==> src/hw/rtl/lseq_pkg.sv <==
`default_nettype none

package lseq_pkg;

    // field widths fixed by the interface
    localparam int HGT_W      = 17;
    localparam int STEP_W     = 10;
    localparam int CFG_IDX_W  = 3;
    localparam int CFG_DATA_W = 17;

    // register reset values, quarter millimetres
    localparam logic [HGT_W-1:0]  INIT_HEIGHT_RST   = 17'd12000;
    localparam logic [STEP_W-1:0] DESCENT_STEP_RST  = 10'd30;
    localparam logic [HGT_W-1:0]  CENTER_RADIUS_RST = 17'd1200;
    localparam logic [HGT_W-1:0]  TARGET_RADIUS_RST = 17'd1200;
    localparam logic [HGT_W-1:0]  DISARM_HEIGHT_RST = 17'd2000;

    // landing sequence phases
    typedef enum logic [3:0] {
        PH_IDLE     = 4'd0,
        PH_SEARCH   = 4'd1,
        PH_STREAM   = 4'd2,
        PH_OFFB     = 4'd3,
        PH_WAIT     = 4'd4,
        PH_DESC     = 4'd5,
        PH_DISARMED = 4'd6,
        PH_LANDED   = 4'd7,
        PH_KILL     = 4'd8
    } phase_t;

    // configuration register indexes
    typedef enum logic [CFG_IDX_W-1:0] {
        REG_INIT_HEIGHT   = 3'd0,
        REG_DESCENT_STEP  = 3'd1,
        REG_CENTER_RADIUS = 3'd2,
        REG_TARGET_RADIUS = 3'd3,
        REG_DISARM_HEIGHT = 3'd4
    } cfg_reg_t;

    typedef struct packed {
        logic kill_key;
        logic start_key;
        logic vehicle_seen;
        logic offboard_ok;
        logic disarm_ok;
        logic on_ground;
    } flags_t;

    typedef struct packed {
        logic [HGT_W-1:0]  init_height;
        logic [STEP_W-1:0] descent_step;
        logic [HGT_W-1:0]  center_radius;
        logic [HGT_W-1:0]  target_radius;
        logic [HGT_W-1:0]  disarm_height;
    } cfg_t;

    typedef struct packed {
        phase_t           phase;
        logic             streaming;
        logic [HGT_W-1:0] target_height;
        logic             request_offboard;
        logic             request_disarm;
        logic             finished;
    } res_t;

endpackage

`default_nettype wire

==> src/hw/rtl/lseq_cfg.sv <==
`default_nettype none

module lseq_cfg
    import lseq_pkg::*;
(
    input  wire logic                  aclk,
    input  wire logic                  aresetn,
    input  wire logic                  cfg_we,
    input  wire logic [CFG_IDX_W-1:0]  cfg_addr,
    input  wire logic [CFG_DATA_W-1:0] cfg_wdata,
    output cfg_t                       cfg
);

    cfg_t cfg_reg;
    cfg_t cfg_next;

    // register write decode, unknown indexes are dropped
    always_comb begin
        cfg_next = cfg_reg;
        if (cfg_we) begin
            unique case (cfg_reg_t'(cfg_addr))
                REG_INIT_HEIGHT:   cfg_next.init_height   = cfg_wdata[HGT_W-1:0];
                REG_DESCENT_STEP:  cfg_next.descent_step  = cfg_wdata[STEP_W-1:0];
                REG_CENTER_RADIUS: cfg_next.center_radius = cfg_wdata[HGT_W-1:0];
                REG_TARGET_RADIUS: cfg_next.target_radius = cfg_wdata[HGT_W-1:0];
                REG_DISARM_HEIGHT: cfg_next.disarm_height = cfg_wdata[HGT_W-1:0];
                default:           cfg_next = cfg_reg;
            endcase
        end
    end

    always_ff @(posedge aclk) begin
        if (!aresetn) begin
            cfg_reg.init_height   <= INIT_HEIGHT_RST;
            cfg_reg.descent_step  <= DESCENT_STEP_RST;
            cfg_reg.center_radius <= CENTER_RADIUS_RST;
            cfg_reg.target_radius <= TARGET_RADIUS_RST;
            cfg_reg.disarm_height <= DISARM_HEIGHT_RST;
        end else begin
            cfg_reg <= cfg_next;
        end
    end

    assign cfg = cfg_reg;

endmodule

`default_nettype wire

==> src/hw/rtl/lseq_in_stage.sv <==
`default_nettype none

module lseq_in_stage
    import lseq_pkg::*;
#(
    parameter int POS_BITS = 18
) (
    input  wire logic                       aclk,
    input  wire logic                       aresetn,
    input  wire logic                       s_valid,
    output logic                            s_ready,
    input  flags_t                          s_flags,
    input  wire logic signed [POS_BITS-1:0] s_pos_x,
    input  wire logic signed [POS_BITS-1:0] s_pos_y,
    input  wire logic signed [POS_BITS-1:0] s_pos_z,
    input  wire logic                       take,
    output logic                            q_valid,
    output flags_t                          q_flags,
    output logic signed [POS_BITS-1:0]      q_pos_x,
    output logic signed [POS_BITS-1:0]      q_pos_y,
    output logic signed [POS_BITS-1:0]      q_pos_z
);

    logic                       valid_reg;
    logic                       valid_next;
    flags_t                     flags_reg;
    logic signed [POS_BITS-1:0] pos_x_reg;
    logic signed [POS_BITS-1:0] pos_y_reg;
    logic signed [POS_BITS-1:0] pos_z_reg;

    // room when empty or when the held word moves on this cycle
    assign s_ready = !valid_reg || take;

    always_comb begin
        valid_next = valid_reg;
        if (s_ready) begin
            valid_next = s_valid;
        end
    end

    always_ff @(posedge aclk) begin
        if (!aresetn) begin
            valid_reg <= 1'b0;
        end else begin
            valid_reg <= valid_next;
        end
    end

    // payload capture
    always_ff @(posedge aclk) begin
        if (s_valid && s_ready) begin
            flags_reg <= s_flags;
            pos_x_reg <= s_pos_x;
            pos_y_reg <= s_pos_y;
            pos_z_reg <= s_pos_z;
        end
    end

    assign q_valid = valid_reg;
    assign q_flags = flags_reg;
    assign q_pos_x = pos_x_reg;
    assign q_pos_y = pos_y_reg;
    assign q_pos_z = pos_z_reg;

endmodule

`default_nettype wire

==> src/hw/rtl/lseq_step.sv <==
`default_nettype none

module lseq_step
    import lseq_pkg::*;
#(
    parameter int POS_BITS = 18
) (
    input  cfg_t                            cfg,
    input  flags_t                          flags,
    input  wire logic signed [POS_BITS-1:0] pos_x,
    input  wire logic signed [POS_BITS-1:0] pos_y,
    input  wire logic signed [POS_BITS-1:0] pos_z,
    input  phase_t                          phase_cur,
    input  wire logic [HGT_W-1:0]           target_cur,
    input  wire logic                       stream_cur,
    output phase_t                          phase_next,
    output logic [HGT_W-1:0]                target_next,
    output logic                            stream_next,
    output res_t                            res
);

    // signed width that holds both a position and a 17-bit height
    localparam int EW  = ((POS_BITS > HGT_W) ? POS_BITS : HGT_W) + 1;
    localparam int XYW = 2 * POS_BITS + 1;
    localparam int R2W = 2 * HGT_W;
    localparam int SW  = ((XYW > 2 * EW) ? XYW : 2 * EW) + 1;
    localparam int CW  = (XYW > R2W) ? XYW : R2W;

    logic [POS_BITS-1:0]   abs_x;
    logic [POS_BITS-1:0]   abs_y;
    logic [2*POS_BITS-1:0] sq_x;
    logic [2*POS_BITS-1:0] sq_y;
    logic [XYW-1:0]        xy2;
    logic signed [EW-1:0]  pz_e;
    logic signed [EW:0]    dz_s;
    logic [EW-1:0]         abs_dz;
    logic [2*EW-1:0]       sq_dz;
    logic [SW-1:0]         dist2;
    logic [R2W-1:0]        target_r2;
    logic [R2W-1:0]        center_r2;
    logic                  below_init;
    logic                  below_disarm;
    logic                  near_target;
    logic                  near_center;
    phase_t                phase_act;

    // horizontal distance squared
    assign abs_x = pos_x[POS_BITS-1] ? POS_BITS'(-pos_x) : POS_BITS'(pos_x);
    assign abs_y = pos_y[POS_BITS-1] ? POS_BITS'(-pos_y) : POS_BITS'(pos_y);
    assign sq_x  = abs_x * abs_x;
    assign sq_y  = abs_y * abs_y;
    assign xy2   = XYW'(sq_x) + XYW'(sq_y);

    // vertical distance to the current target
    assign pz_e   = EW'(pos_z);
    assign dz_s   = (EW+1)'($signed({1'b0, target_cur})) - (EW+1)'(pz_e);
    assign abs_dz = dz_s[EW] ? EW'(-dz_s) : EW'(dz_s);
    assign sq_dz  = abs_dz * abs_dz;
    assign dist2  = SW'(xy2) + SW'(sq_dz);

    assign target_r2 = cfg.target_radius * cfg.target_radius;
    assign center_r2 = cfg.center_radius * cfg.center_radius;

    // threshold compares, negative heights fall below everything
    assign below_init   = pz_e < $signed(EW'(cfg.init_height));
    assign below_disarm = pz_e < $signed(EW'(cfg.disarm_height));
    assign near_target  = dist2 < SW'(target_r2);
    assign near_center  = CW'(xy2) < CW'(center_r2);

    // phase transitions and per-tick outputs
    always_comb begin
        phase_act = (phase_cur != PH_LANDED && flags.kill_key) ? PH_KILL : phase_cur;
        phase_next  = phase_act;
        target_next = target_cur;
        stream_next = stream_cur;
        res = '0;
        unique case (phase_act)
            PH_SEARCH: begin
                if (flags.vehicle_seen) begin
                    phase_next = PH_STREAM;
                end
            end
            PH_STREAM: begin
                target_next = below_init ? cfg.init_height : pz_e[HGT_W-1:0];
                stream_next = 1'b1;
                phase_next  = PH_OFFB;
            end
            PH_OFFB: begin
                res.request_offboard = 1'b1;
                if (flags.offboard_ok) begin
                    phase_next = PH_WAIT;
                end
            end
            PH_WAIT: begin
                if (near_target) begin
                    phase_next = PH_DESC;
                end
            end
            PH_DESC: begin
                if (below_disarm) begin
                    res.request_disarm = 1'b1;
                    if (flags.disarm_ok) begin
                        phase_next = PH_DISARMED;
                    end
                end else if (near_center) begin
                    target_next = (target_cur > HGT_W'(cfg.descent_step))
                                ? target_cur - HGT_W'(cfg.descent_step) : '0;
                end else begin
                    phase_next = PH_WAIT;
                end
            end
            PH_DISARMED: begin
                if (flags.on_ground) begin
                    phase_next = PH_LANDED;
                end
            end
            PH_LANDED: begin
                res.finished = 1'b1;
            end
            PH_KILL: begin
                res.request_disarm = 1'b1;
            end
            default: begin
                phase_act  = PH_IDLE;
                phase_next = flags.start_key ? PH_SEARCH : PH_IDLE;
            end
        endcase
        res.phase         = phase_act;
        res.streaming     = (phase_act == PH_LANDED) ? 1'b0 : stream_next;
        res.target_height = target_next;
    end

endmodule

`default_nettype wire

==> src/hw/rtl/landing_sequencer_top.sv <==
// path: a word is accepted into the input register, passes the combinational step
// logic and loads the result register once that register is free or draining
// throughput: one word per cycle unless m_ready stalls the result register
// reset: phase idle, target height zero, stream off, registers at their defaults
// no clearing pass; input is taken on the first cycle after reset
`default_nettype none

module landing_sequencer_top
    import lseq_pkg::*;
#(
    parameter int POS_BITS = 18
) (
    input  wire logic                       aclk,
    input  wire logic                       aresetn,
    input  wire logic                       cfg_we,
    input  wire logic [CFG_IDX_W-1:0]       cfg_addr,
    input  wire logic [CFG_DATA_W-1:0]      cfg_wdata,
    input  wire logic                       s_valid,
    output logic                            s_ready,
    input  wire logic                       s_kill_key,
    input  wire logic                       s_start_key,
    input  wire logic                       s_vehicle_seen,
    input  wire logic                       s_offboard_ok,
    input  wire logic                       s_disarm_ok,
    input  wire logic                       s_on_ground,
    input  wire logic signed [POS_BITS-1:0] s_pos_x,
    input  wire logic signed [POS_BITS-1:0] s_pos_y,
    input  wire logic signed [POS_BITS-1:0] s_pos_z,
    output logic                            m_valid,
    input  wire logic                       m_ready,
    output logic [3:0]                      m_phase,
    output logic                            m_streaming,
    output logic [HGT_W-1:0]                m_target_height,
    output logic                            m_request_offboard,
    output logic                            m_request_disarm,
    output logic                            m_finished
);

    cfg_t                       cfg;
    flags_t                     s_flags;
    flags_t                     q_flags;
    logic                       q_valid;
    logic signed [POS_BITS-1:0] q_pos_x;
    logic signed [POS_BITS-1:0] q_pos_y;
    logic signed [POS_BITS-1:0] q_pos_z;
    logic                       step_fire;

    phase_t           phase_reg;
    phase_t           phase_next;
    logic [HGT_W-1:0] target_reg;
    logic [HGT_W-1:0] target_next;
    logic             stream_reg;
    logic             stream_next;
    res_t             res_next;
    res_t             res_reg;
    logic             m_valid_reg;
    logic             m_valid_next;

    lseq_cfg u_cfg (
        .aclk      (aclk),
        .aresetn   (aresetn),
        .cfg_we    (cfg_we),
        .cfg_addr  (cfg_addr),
        .cfg_wdata (cfg_wdata),
        .cfg       (cfg)
    );

    assign s_flags = '{kill_key:     s_kill_key,
                       start_key:    s_start_key,
                       vehicle_seen: s_vehicle_seen,
                       offboard_ok:  s_offboard_ok,
                       disarm_ok:    s_disarm_ok,
                       on_ground:    s_on_ground};

    lseq_in_stage #(.POS_BITS(POS_BITS)) u_in (
        .aclk    (aclk),
        .aresetn (aresetn),
        .s_valid (s_valid),
        .s_ready (s_ready),
        .s_flags (s_flags),
        .s_pos_x (s_pos_x),
        .s_pos_y (s_pos_y),
        .s_pos_z (s_pos_z),
        .take    (step_fire),
        .q_valid (q_valid),
        .q_flags (q_flags),
        .q_pos_x (q_pos_x),
        .q_pos_y (q_pos_y),
        .q_pos_z (q_pos_z)
    );

    lseq_step #(.POS_BITS(POS_BITS)) u_step (
        .cfg         (cfg),
        .flags       (q_flags),
        .pos_x       (q_pos_x),
        .pos_y       (q_pos_y),
        .pos_z       (q_pos_z),
        .phase_cur   (phase_reg),
        .target_cur  (target_reg),
        .stream_cur  (stream_reg),
        .phase_next  (phase_next),
        .target_next (target_next),
        .stream_next (stream_next),
        .res         (res_next)
    );

    // a held word steps when the result register is free or draining
    assign step_fire = q_valid && (!m_valid_reg || m_ready);

    // sequencer state
    always_ff @(posedge aclk) begin
        if (!aresetn) begin
            phase_reg  <= PH_IDLE;
            target_reg <= '0;
            stream_reg <= 1'b0;
        end else if (step_fire) begin
            phase_reg  <= phase_next;
            target_reg <= target_next;
            stream_reg <= stream_next;
        end
    end

    // result register
    always_comb begin
        m_valid_next = m_valid_reg;
        if (step_fire) begin
            m_valid_next = 1'b1;
        end else if (m_ready) begin
            m_valid_next = 1'b0;
        end
    end

    always_ff @(posedge aclk) begin
        if (!aresetn) begin
            m_valid_reg <= 1'b0;
        end else begin
            m_valid_reg <= m_valid_next;
        end
    end

    always_ff @(posedge aclk) begin
        if (step_fire) begin
            res_reg <= res_next;
        end
    end

    assign m_valid            = m_valid_reg;
    assign m_phase            = res_reg.phase;
    assign m_streaming        = res_reg.streaming;
    assign m_target_height    = res_reg.target_height;
    assign m_request_offboard = res_reg.request_offboard;
    assign m_request_disarm   = res_reg.request_disarm;
    assign m_finished         = res_reg.finished;

    // kill and landed are terminal
    a_kill_sticky: assert property (@(posedge aclk) disable iff (!aresetn)
        phase_reg == PH_KILL |=> phase_reg == PH_KILL)
        else $error("kill phase left");

    a_landed_sticky: assert property (@(posedge aclk) disable iff (!aresetn)
        phase_reg == PH_LANDED |=> phase_reg == PH_LANDED)
        else $error("landed phase left");

    // once the stream starts it never stops
    a_stream_sticky: assert property (@(posedge aclk) disable iff (!aresetn)
        stream_reg |=> stream_reg)
        else $error("stream dropped");

    // landed word reports finished with no stream
    a_landed_word: assert property (@(posedge aclk) disable iff (!aresetn)
        m_valid && m_phase == PH_LANDED |-> m_finished && !m_streaming)
        else $error("landed word malformed");

    // offboard request only comes from the offboard phase
    a_offb_req: assert property (@(posedge aclk) disable iff (!aresetn)
        m_valid && m_request_offboard |-> m_phase == PH_OFFB)
        else $error("offboard request outside offboard phase");

endmodule

`default_nettype wire
==> config.mk <==
export PLATFORM = sky130hd
export DESIGN_NAME = landing_sequencer_top
export DESIGN_NICKNAME = d
export VERILOG_FILES = /design/src/hw/rtl/lseq_pkg.sv /design/src/hw/rtl/lseq_cfg.sv /design/src/hw/rtl/lseq_in_stage.sv /design/src/hw/rtl/lseq_step.sv /design/src/hw/rtl/landing_sequencer_top.sv
export SDC_FILE = /design/constraint.sdc
export NUM_CORES = 2
export LEC_CHECK = 0
export BUFFER_PORTS_ARGS = -buffer_cell sky130_fd_sc_hd__buf_2
export CORE_ASPECT_RATIO = 0.9
export CORE_MARGIN = 5
export CORE_UTILIZATION = 52
export CTS_BUF_LIST = sky130_fd_sc_hd__clkbuf_8
export DETAILED_ROUTE_END_ITERATION = 12
export PLACE_DENSITY = 0.68
export SETUP_SLACK_MARGIN = 0.15
export SLEW_MARGIN = 25
export SYNTH_ARGS = -nofsm -noshare
export SYNTH_HDL_FRONTEND = slang
export SYNTH_HIERARCHICAL = 1
export SYNTH_SLANG_ARGS = --single-unit
==> constraint.sdc <==
create_clock -name aclk -period 11.8 [get_ports aclk]
set_input_delay 0.59 -clock aclk [delete_from_list [all_inputs] [get_ports aclk]]
set_output_delay 0.59 -clock aclk [all_outputs]
set_load 0.01 [all_outputs]
After elaboration in Yosys (flattened, before gate mapping)
Index checks and enable logic that the tools add are counted.
{"block": "totals", "input_bits": 85, "out_inout_bits": 27, "elab_cells": 98, "ff_bits": 187}
{"block": "classes", "n_reduce_logical": 16, "add_sub_neg": 7, "magnitude_cmp": 5, "mul": 5, "eq_ne": 14, "muxes": 26}
{"operator": "$mul 18x18->36", "count": 2}
{"operator": "$mul 17x17->34", "count": 2}
{"operator": "$mux 17", "count": 4}
{"operator": "$add 37x38->39", "count": 1}
{"operator": "$lt 39x34->1", "count": 1}
{"operator": "$mul 19x19->38", "count": 1}
{"operator": "$add 36x36->37", "count": 1}
{"operator": "$lt 37x34->1", "count": 1}
{"operator": "$lt 18x18->1", "count": 2}
{"operator": "$mux 18", "count": 2}
{"operator": "$mux 4", "count": 9}
{"operator": "$neg 18->18", "count": 2}
{"operator": "$pmux 17 s2", "count": 1}
{"operator": "$pmux 4 s7", "count": 1}
{"operator": "$eq 4x3->1 const B", "count": 5}
{"operator": "$mux 19", "count": 1}
{"operator": "$neg 19->19", "count": 1}
{"operator": "$sub 18x18->19", "count": 1}
{"operator": "$gt 17x10->1", "count": 1}
{"operator": "$sub 17x10->17", "count": 1}
{"operator": "$reduce_and 2->1", "count": 5}
{"operator": "$eq 4x2->1 const B", "count": 2}
{"operator": "$reduce_or 8->1", "count": 1}
{"operator": "$mux 1", "count": 7}
{"operator": "13 further kinds", "count": 18}

Longest topological paths before layout
{"block": "depth", "ltp_word": 8, "depth_mapped": 58, "mapped_depth_nobuf": 56}

Cells and area by module
The synthesis kept the hierarchy.
{"mod": "lseq_step", "n_inst": 1, "cells_each": 5778, "seq_area_each_um2": 0.0, "area_per_inst_um2": 50290.7}
{"mod": "lseq_cfg", "n_inst": 1, "cells_each": 291, "seq_area_each_um2": 1561.5, "area_per_inst_um2": 3021.6}
{"mod": "lseq_in_stage", "n_inst": 1, "cells_each": 65, "seq_area_each_um2": 1821.7, "area_per_inst_um2": 1859.3}
{"mod": "landing_sequencer_top", "n_inst": 1, "cells_each": 125, "seq_area_each_um2": 1211.2, "area_per_inst_um2": 1704.1}

Least setup slack after synthesis
Ideal clock, no wire load.
{"block": "synth_timing", "path_kind": "reg-to-reg", "startpoint": "register u_in.pos_x_reg[5], in the netlist u_in/q_pos_x[5]", "endpoint": "register phase_reg[0]", "arrival_time_ns": 12.301, "n_path_buf": 0, "setup_time_ns": 0.072, "required_ns": 11.728, "path_slack_ns": -0.573, "synth_period_minus_slack_ns": 12.373, "stages_incl_launch_ff": 54, "path_cell_list": "edfxtp_1 > nor4_1 > nand3_1 > o31ai_1 > xor2_1 > clkinv_1 > nand2_1 > inv_1 > fa_1 > inv_1 > fa_1 > inv_1 > fa_1 > inv_1 > fa_1 > inv_1 > fa_1 > fa_1 > (+18 left out) > a41oi_1 > a21oi_1 > nor4_1 > or3_1 > xnor2_1 > ha_1 > a21o_1 > a21oi_1 > nor2b_1 > o21ai_0 > o21ai_0 > o21a_1 > o21ai_0 > nand4_1 > or4_1 > o31ai_1 > nand2_1 > mux2i_1"}
{"block": "synth_via", "elab_chain_len": 8, "word_cells_on_any_way": 11, "classes_between": "add/sub: 3; mul: 1; order compare: 2; mux: 5"}
{"item": "start: declaration", "line": "lseq_in_stage.sv:27", "source": "logic signed [POS_BITS-1:0] pos_x_reg;"}
{"item": "start signal: assignment", "line": "lseq_in_stage.sv:53", "source": "pos_x_reg <= s_pos_x;"}
{"item": "$neg 18->18", "line": "lseq_step.sv:48", "source": "assign abs_x = pos_x[POS_BITS-1] ? POS_BITS'(-pos_x) : POS_BITS'(pos_x);"}
{"item": "$mux 18 (*)", "line": "lseq_step.sv:48"}
{"item": "$mul 18x18->36 (*)", "line": "lseq_step.sv:50", "source": "assign sq_x = abs_x * abs_x;"}
{"item": "$add 36x36->37 (*)", "line": "lseq_step.sv:52", "source": "assign xy2 = XYW'(sq_x) + XYW'(sq_y);"}
{"item": "$add 37x38->39 or $lt 37x34->1 (tied branches)", "line": "lseq_step.sv:59, lseq_step.sv:68"}
{"item": "$lt 39x34->1 or $mux 4 (tied branches)", "line": "lseq_step.sv:67, lseq_step.sv:105"}
{"item": "$mux 4, on equally long branches", "line": "lseq_step.sv:95, lseq_step.sv:100"}
{"item": "$pmux 4 s7 (*)", "line": "lseq_step.sv:77", "source": "unique case (phase_act)"}
{"item": "named net phase_next[0]", "line": "landing_sequencer_top.sv:49", "source": "phase_t phase_next;"}
{"item": "end signal: assignment", "line": "landing_sequencer_top.sv:117", "source": "phase_reg <= phase_next;"}
{"item": "end: declaration", "line": "landing_sequencer_top.sv:48", "source": "phase_t phase_reg;"}
Mark *: on every way through the listed nets, which the timed path passes. The rest lies on a longest branch.
A chain may end at the register's enable or synchronous reset.

Final worst setup path
{"block": "layout_timing", "startpoint": "register u_in.pos_x_reg[11], in the netlist u_in/q_pos_x[11]", "endpoint": "register phase_reg[0]"}
The elaborated chain is that of the path after synthesis.

==> out/metrics.sh <==
STATUS='complete, but fails checks'
FAILED_CHECKS='setup timing'
MAXCAPVIOLATIONS=0
GRT_OVERFLOW_TOTAL=0
CRIT_SLOWEST_CELL='sky130_fd_sc_hd__fa_1'
CRITICAL_PATH_PEAK_FANOUT=6
SYNTHTOPCELLSBYAREA='sky130_fd_sc_hd__fa_1 (41%), sky130_fd_sc_hd__ha_1 (14%), sky130_fd_sc_hd__inv_1 (12%), sky130_fd_sc_hd__edfxtp_1 (4.5%), sky130_fd_sc_hd__nand2_1 (3.8%)'
TIMING.CRITICAL_PATH.MODE_CELL='sky130_fd_sc_hd__fa_1'
MIN_PERIOD_NS=12.17
GRT.TOTAL_USAGE_PCT=26.1
SLEW-LIMIT-HEADROOM_PCT=28.5
SYNTH_SIMPLE_GATE_AREA_SHARE_PCT=11.4
YOSYSTOPAREACELLSHARE_PCT=41.1
CTS_BUFFERS=17
DRC_ERRORS=0
END_KIND='register'
SYNTH_COMPOUND_GATE_AREA_SHARE_PCT=6.85
FIRST_PASS_GRT_WIRE_LENGTH_UM=239000
FIRST_GLOBAL_VIAS=46000
PATH_CLASS='register to register'
FLOORPLAN.ROWS=115
SYNTH_CELL_TYPE_COUNT=93
YOSYS.AREA_SHARE.ADDER_PCT=55.3
HOLD_PATH.CLASS='input pin to register'
FLOORPLAN.DIE_AREA_SQ_MM=0.116
PLACE.GP.CONGESTION=0.972
SYN2LAYOUT_AREA_GROWTH_PCT=15.4
CLOCK-SINKS=187
TIMING.FINAL.CRIT_SHARE_PCT=103
COUNT_OF_MAPPED_CELLS_OUT_OF_SYNTHESIS=6259
CP_SLOWEST_STAGE_DELAY_NS=0.62
CLKSLEWWORSTSETUPHOLDPATHS_NS=0.13
CHIP_HEIGHT_UM=324
CLOCKBUFFERDEPTH=2
CLOCK-ROOT-BUFFER='sky130_fd_sc_hd__clkbuf_8'
YS_TOP_CELLS_BY_COUNT='sky130_fd_sc_hd__inv_1 (1744), sky130_fd_sc_hd__fa_1 (1168), sky130_fd_sc_hd__ha_1 (647)'
DP_CELLS=8358
CRITPATHARRIVALTIME_NS=12.69
SYNTH_TOP_AREA_CELL='sky130_fd_sc_hd__fa_1'
YOSYS.CELL_COUNT.TOP_TYPE='sky130_fd_sc_hd__inv_1'
GRT_START_MAX_NET_PINS=67
CLKLATENCYLATEPIN_NS=0.59
ANTENNA_LEFT=0
YOSYS.AREA_SHARE.XOR_XNOR_PCT=3.40
YS_SEQ_AREA_SHARE_PCT=8.08
CRITPATHREQUIREDTIME_NS=12.32
SYNTH_TOP_FAMILY_BY_AREA='adder cells'
SYN_AREA_SQ_MM=0.0569
POST_ROUTE_CELLS_DRIVE_ABOVE_1_SHARE_PCT=15.7
WORSTMARGINPINSLEW_NS=1.06
TIMING.HOLD.WS_NS=0.160
IOS=112
ANTENNA_FOUND_INITIAL=5
SYNTH_SEQ_CELLS=187
PROPORTION_OF_SYNTHESIZED_AREA_IN_MUX_CELLS_PCT=1.96
FP.COREAREA_SQ_MM=0.109
AVG_WL_PER_CELL_UM=17.4
DP_HPWL_UM=128000
VIASPERCELL=5.15
SYN_AVG_CELL_AREA_SQ_UM=9.09
DIE_WIDTH_UM=359
ROUTED-VIA-COUNT=43400
FIRST_ITER_VIOLATIONS=2711
FINALNONFILLERCELLS=8435
DRT_PRE_ANTENNA_ITERS=6
FINALWIRELENGTH_UM=147000
FIN_NETS=8857
SETUP_REPAIR_AFTER_GLOBAL_ROUTING_MISSED_ITS_MARGIN='yes'
SYNTH_EDF_COUNT=85
LEVEL_COUNT_OF_THE_CLOCK_H_TREE=4
TIMING.FINAL.MAX_SLEW_VIOLATIONS=0
FMAX_MHz=82.2
CTS_TREE='yes'
FINAL_CRITICAL_PATH_SETUP_SLACK_NS=-0.366
FINAL.FILL_COUNT=9497
LARGEST_REGISTER_FFS=78
FINCLKSKEW_NS=0.0329
STARTPOINT_TYPE='register'
YOSYSWARNINGS=6
SYNTH_FF_TYPE='sky130_fd_sc_hd__dfxtp_1'
SYNTH_ASYNC_SR_FLOP_SHARE_PCT=0
INITIAL_UTILIZATION_PCT=52.2
FINALSETUPVIOLATIONS=1
PLACEMENT.IO_BUFFERS=111
HOLD_VIOL=0
-- cells in the final DEF, fill, tap and decap left out, types with 102 or more instances in the layout --
| master | count |
|---|---|
| sky130_fd_sc_hd__dfxtp_1 | 102 |
| sky130_fd_sc_hd__inv_1 | 1710 |
| sky130_fd_sc_hd__and2_1 | 105 |
| sky130_fd_sc_hd__mux2i_1 | 107 |
| sky130_fd_sc_hd__a21oi_1 | 142 |
| sky130_fd_sc_hd__fa_1 | 1157 |
| sky130_fd_sc_hd__nor2_1 | 384 |
| sky130_fd_sc_hd__nand2_1 | 549 |
| sky130_fd_sc_hd__buf_4 | 644 |
| sky130_fd_sc_hd__buf_2 | 110 |
| sky130_fd_sc_hd__xnor2_1 | 120 |
| sky130_fd_sc_hd__ha_1 | 628 |
-- metrics by stage --
step           cell area [sq um]  TNS (ns)  utilization, %  setup slack (ns)
2_1_floorplan              57300         0               -             0.153
3_3_place_gp               63700    -0.429            58.5            -0.429
3_5_place_dp               63800     -1.33            58.5            -0.575
4_1_cts                    64500    -0.258            59.2            -0.258
5_1_grt                    65600     -1.44            60.2            -0.769
6_report                   65600    -0.366            60.2            -0.366
-- layer usage --
layer | share of wire (%) | vias up | global-route usage [%]
met5 | 0 | - | 0
met4 | 1.7 | 0 | 4.83
met3 | 7.8 | 150 | 4.97
met2 | 47 | 1238 | 42.3
met1 | 44 | 21800 | 37.3
li1 | - | 20200 | -
-- timing repair --
item / CTS / global route
pin swaps: 25 / 102
gates resized for setup: 45 / 215
gates cloned: 0 / 0
hold buffers: 0 / 0
setup buffers: 11 / 31
endpoints found under the setup margin: 32 / 35
hold endpoints to repair: 0 / 0
-- cells by family (layout without fill, tap and decap cells) --
| group | Yosys count | count (layout) |
|---|---|---|
| xor gates and xnor gates | 219 | 219 |
| muxes | 111 | 111 |
| AOI/OAI and AO/OA | 580 | 580 |
| and+or+nand+nor | 1425 | 1425 |
| DFF | 187 | 187 |
| other | 2 | 58 |
| adders and majority gates | 1815 | 1815 |
| buffers and inverters | 1920 | 2578 |
-- final cells by class --
cell class	count	area [sq um]	share of cell area (%)
multi-input cells	4205	46300	70.5
inverters	1759	6620	10.1
repair buffers	787	5830	8.88
flip-flops and latches	187	4590	7.00
well taps	1462	1830	2.79
clock buffers	17	234	0.357
clock inverters	15	221	0.338
diodes	3	7.51	0.0114
-- worst max-delay path, delay by kind of cell (launching register included) --
kind            cells  cell delay [ns]
flops               1             0.49
mux                 1             0.15
simple gates       10             1.71
xor+xnor            2             0.24
buf+inv            13             1.47
fa+ha+maj          12             5.11
compound gates     16             2.96
-- final timing paths --
check                         from               to  slack (ns)  cells after the start
setup / recovery  u_in/q_pos_x[11]     phase_reg[0]       -0.37                     54
hold / removal          s_pos_z[7]  u_in/q_pos_z[7]        0.16                      1
setup reg to reg  u_in/q_pos_x[11]     phase_reg[0]       -0.37                     54
hold reg to reg      u_cfg/cfg[56]    u_cfg/cfg[56]        0.47                      2
Power is left out: the tool's default activity adds up to more than one toggle a clock period on the data nets, which glitch-free logic cannot reach.
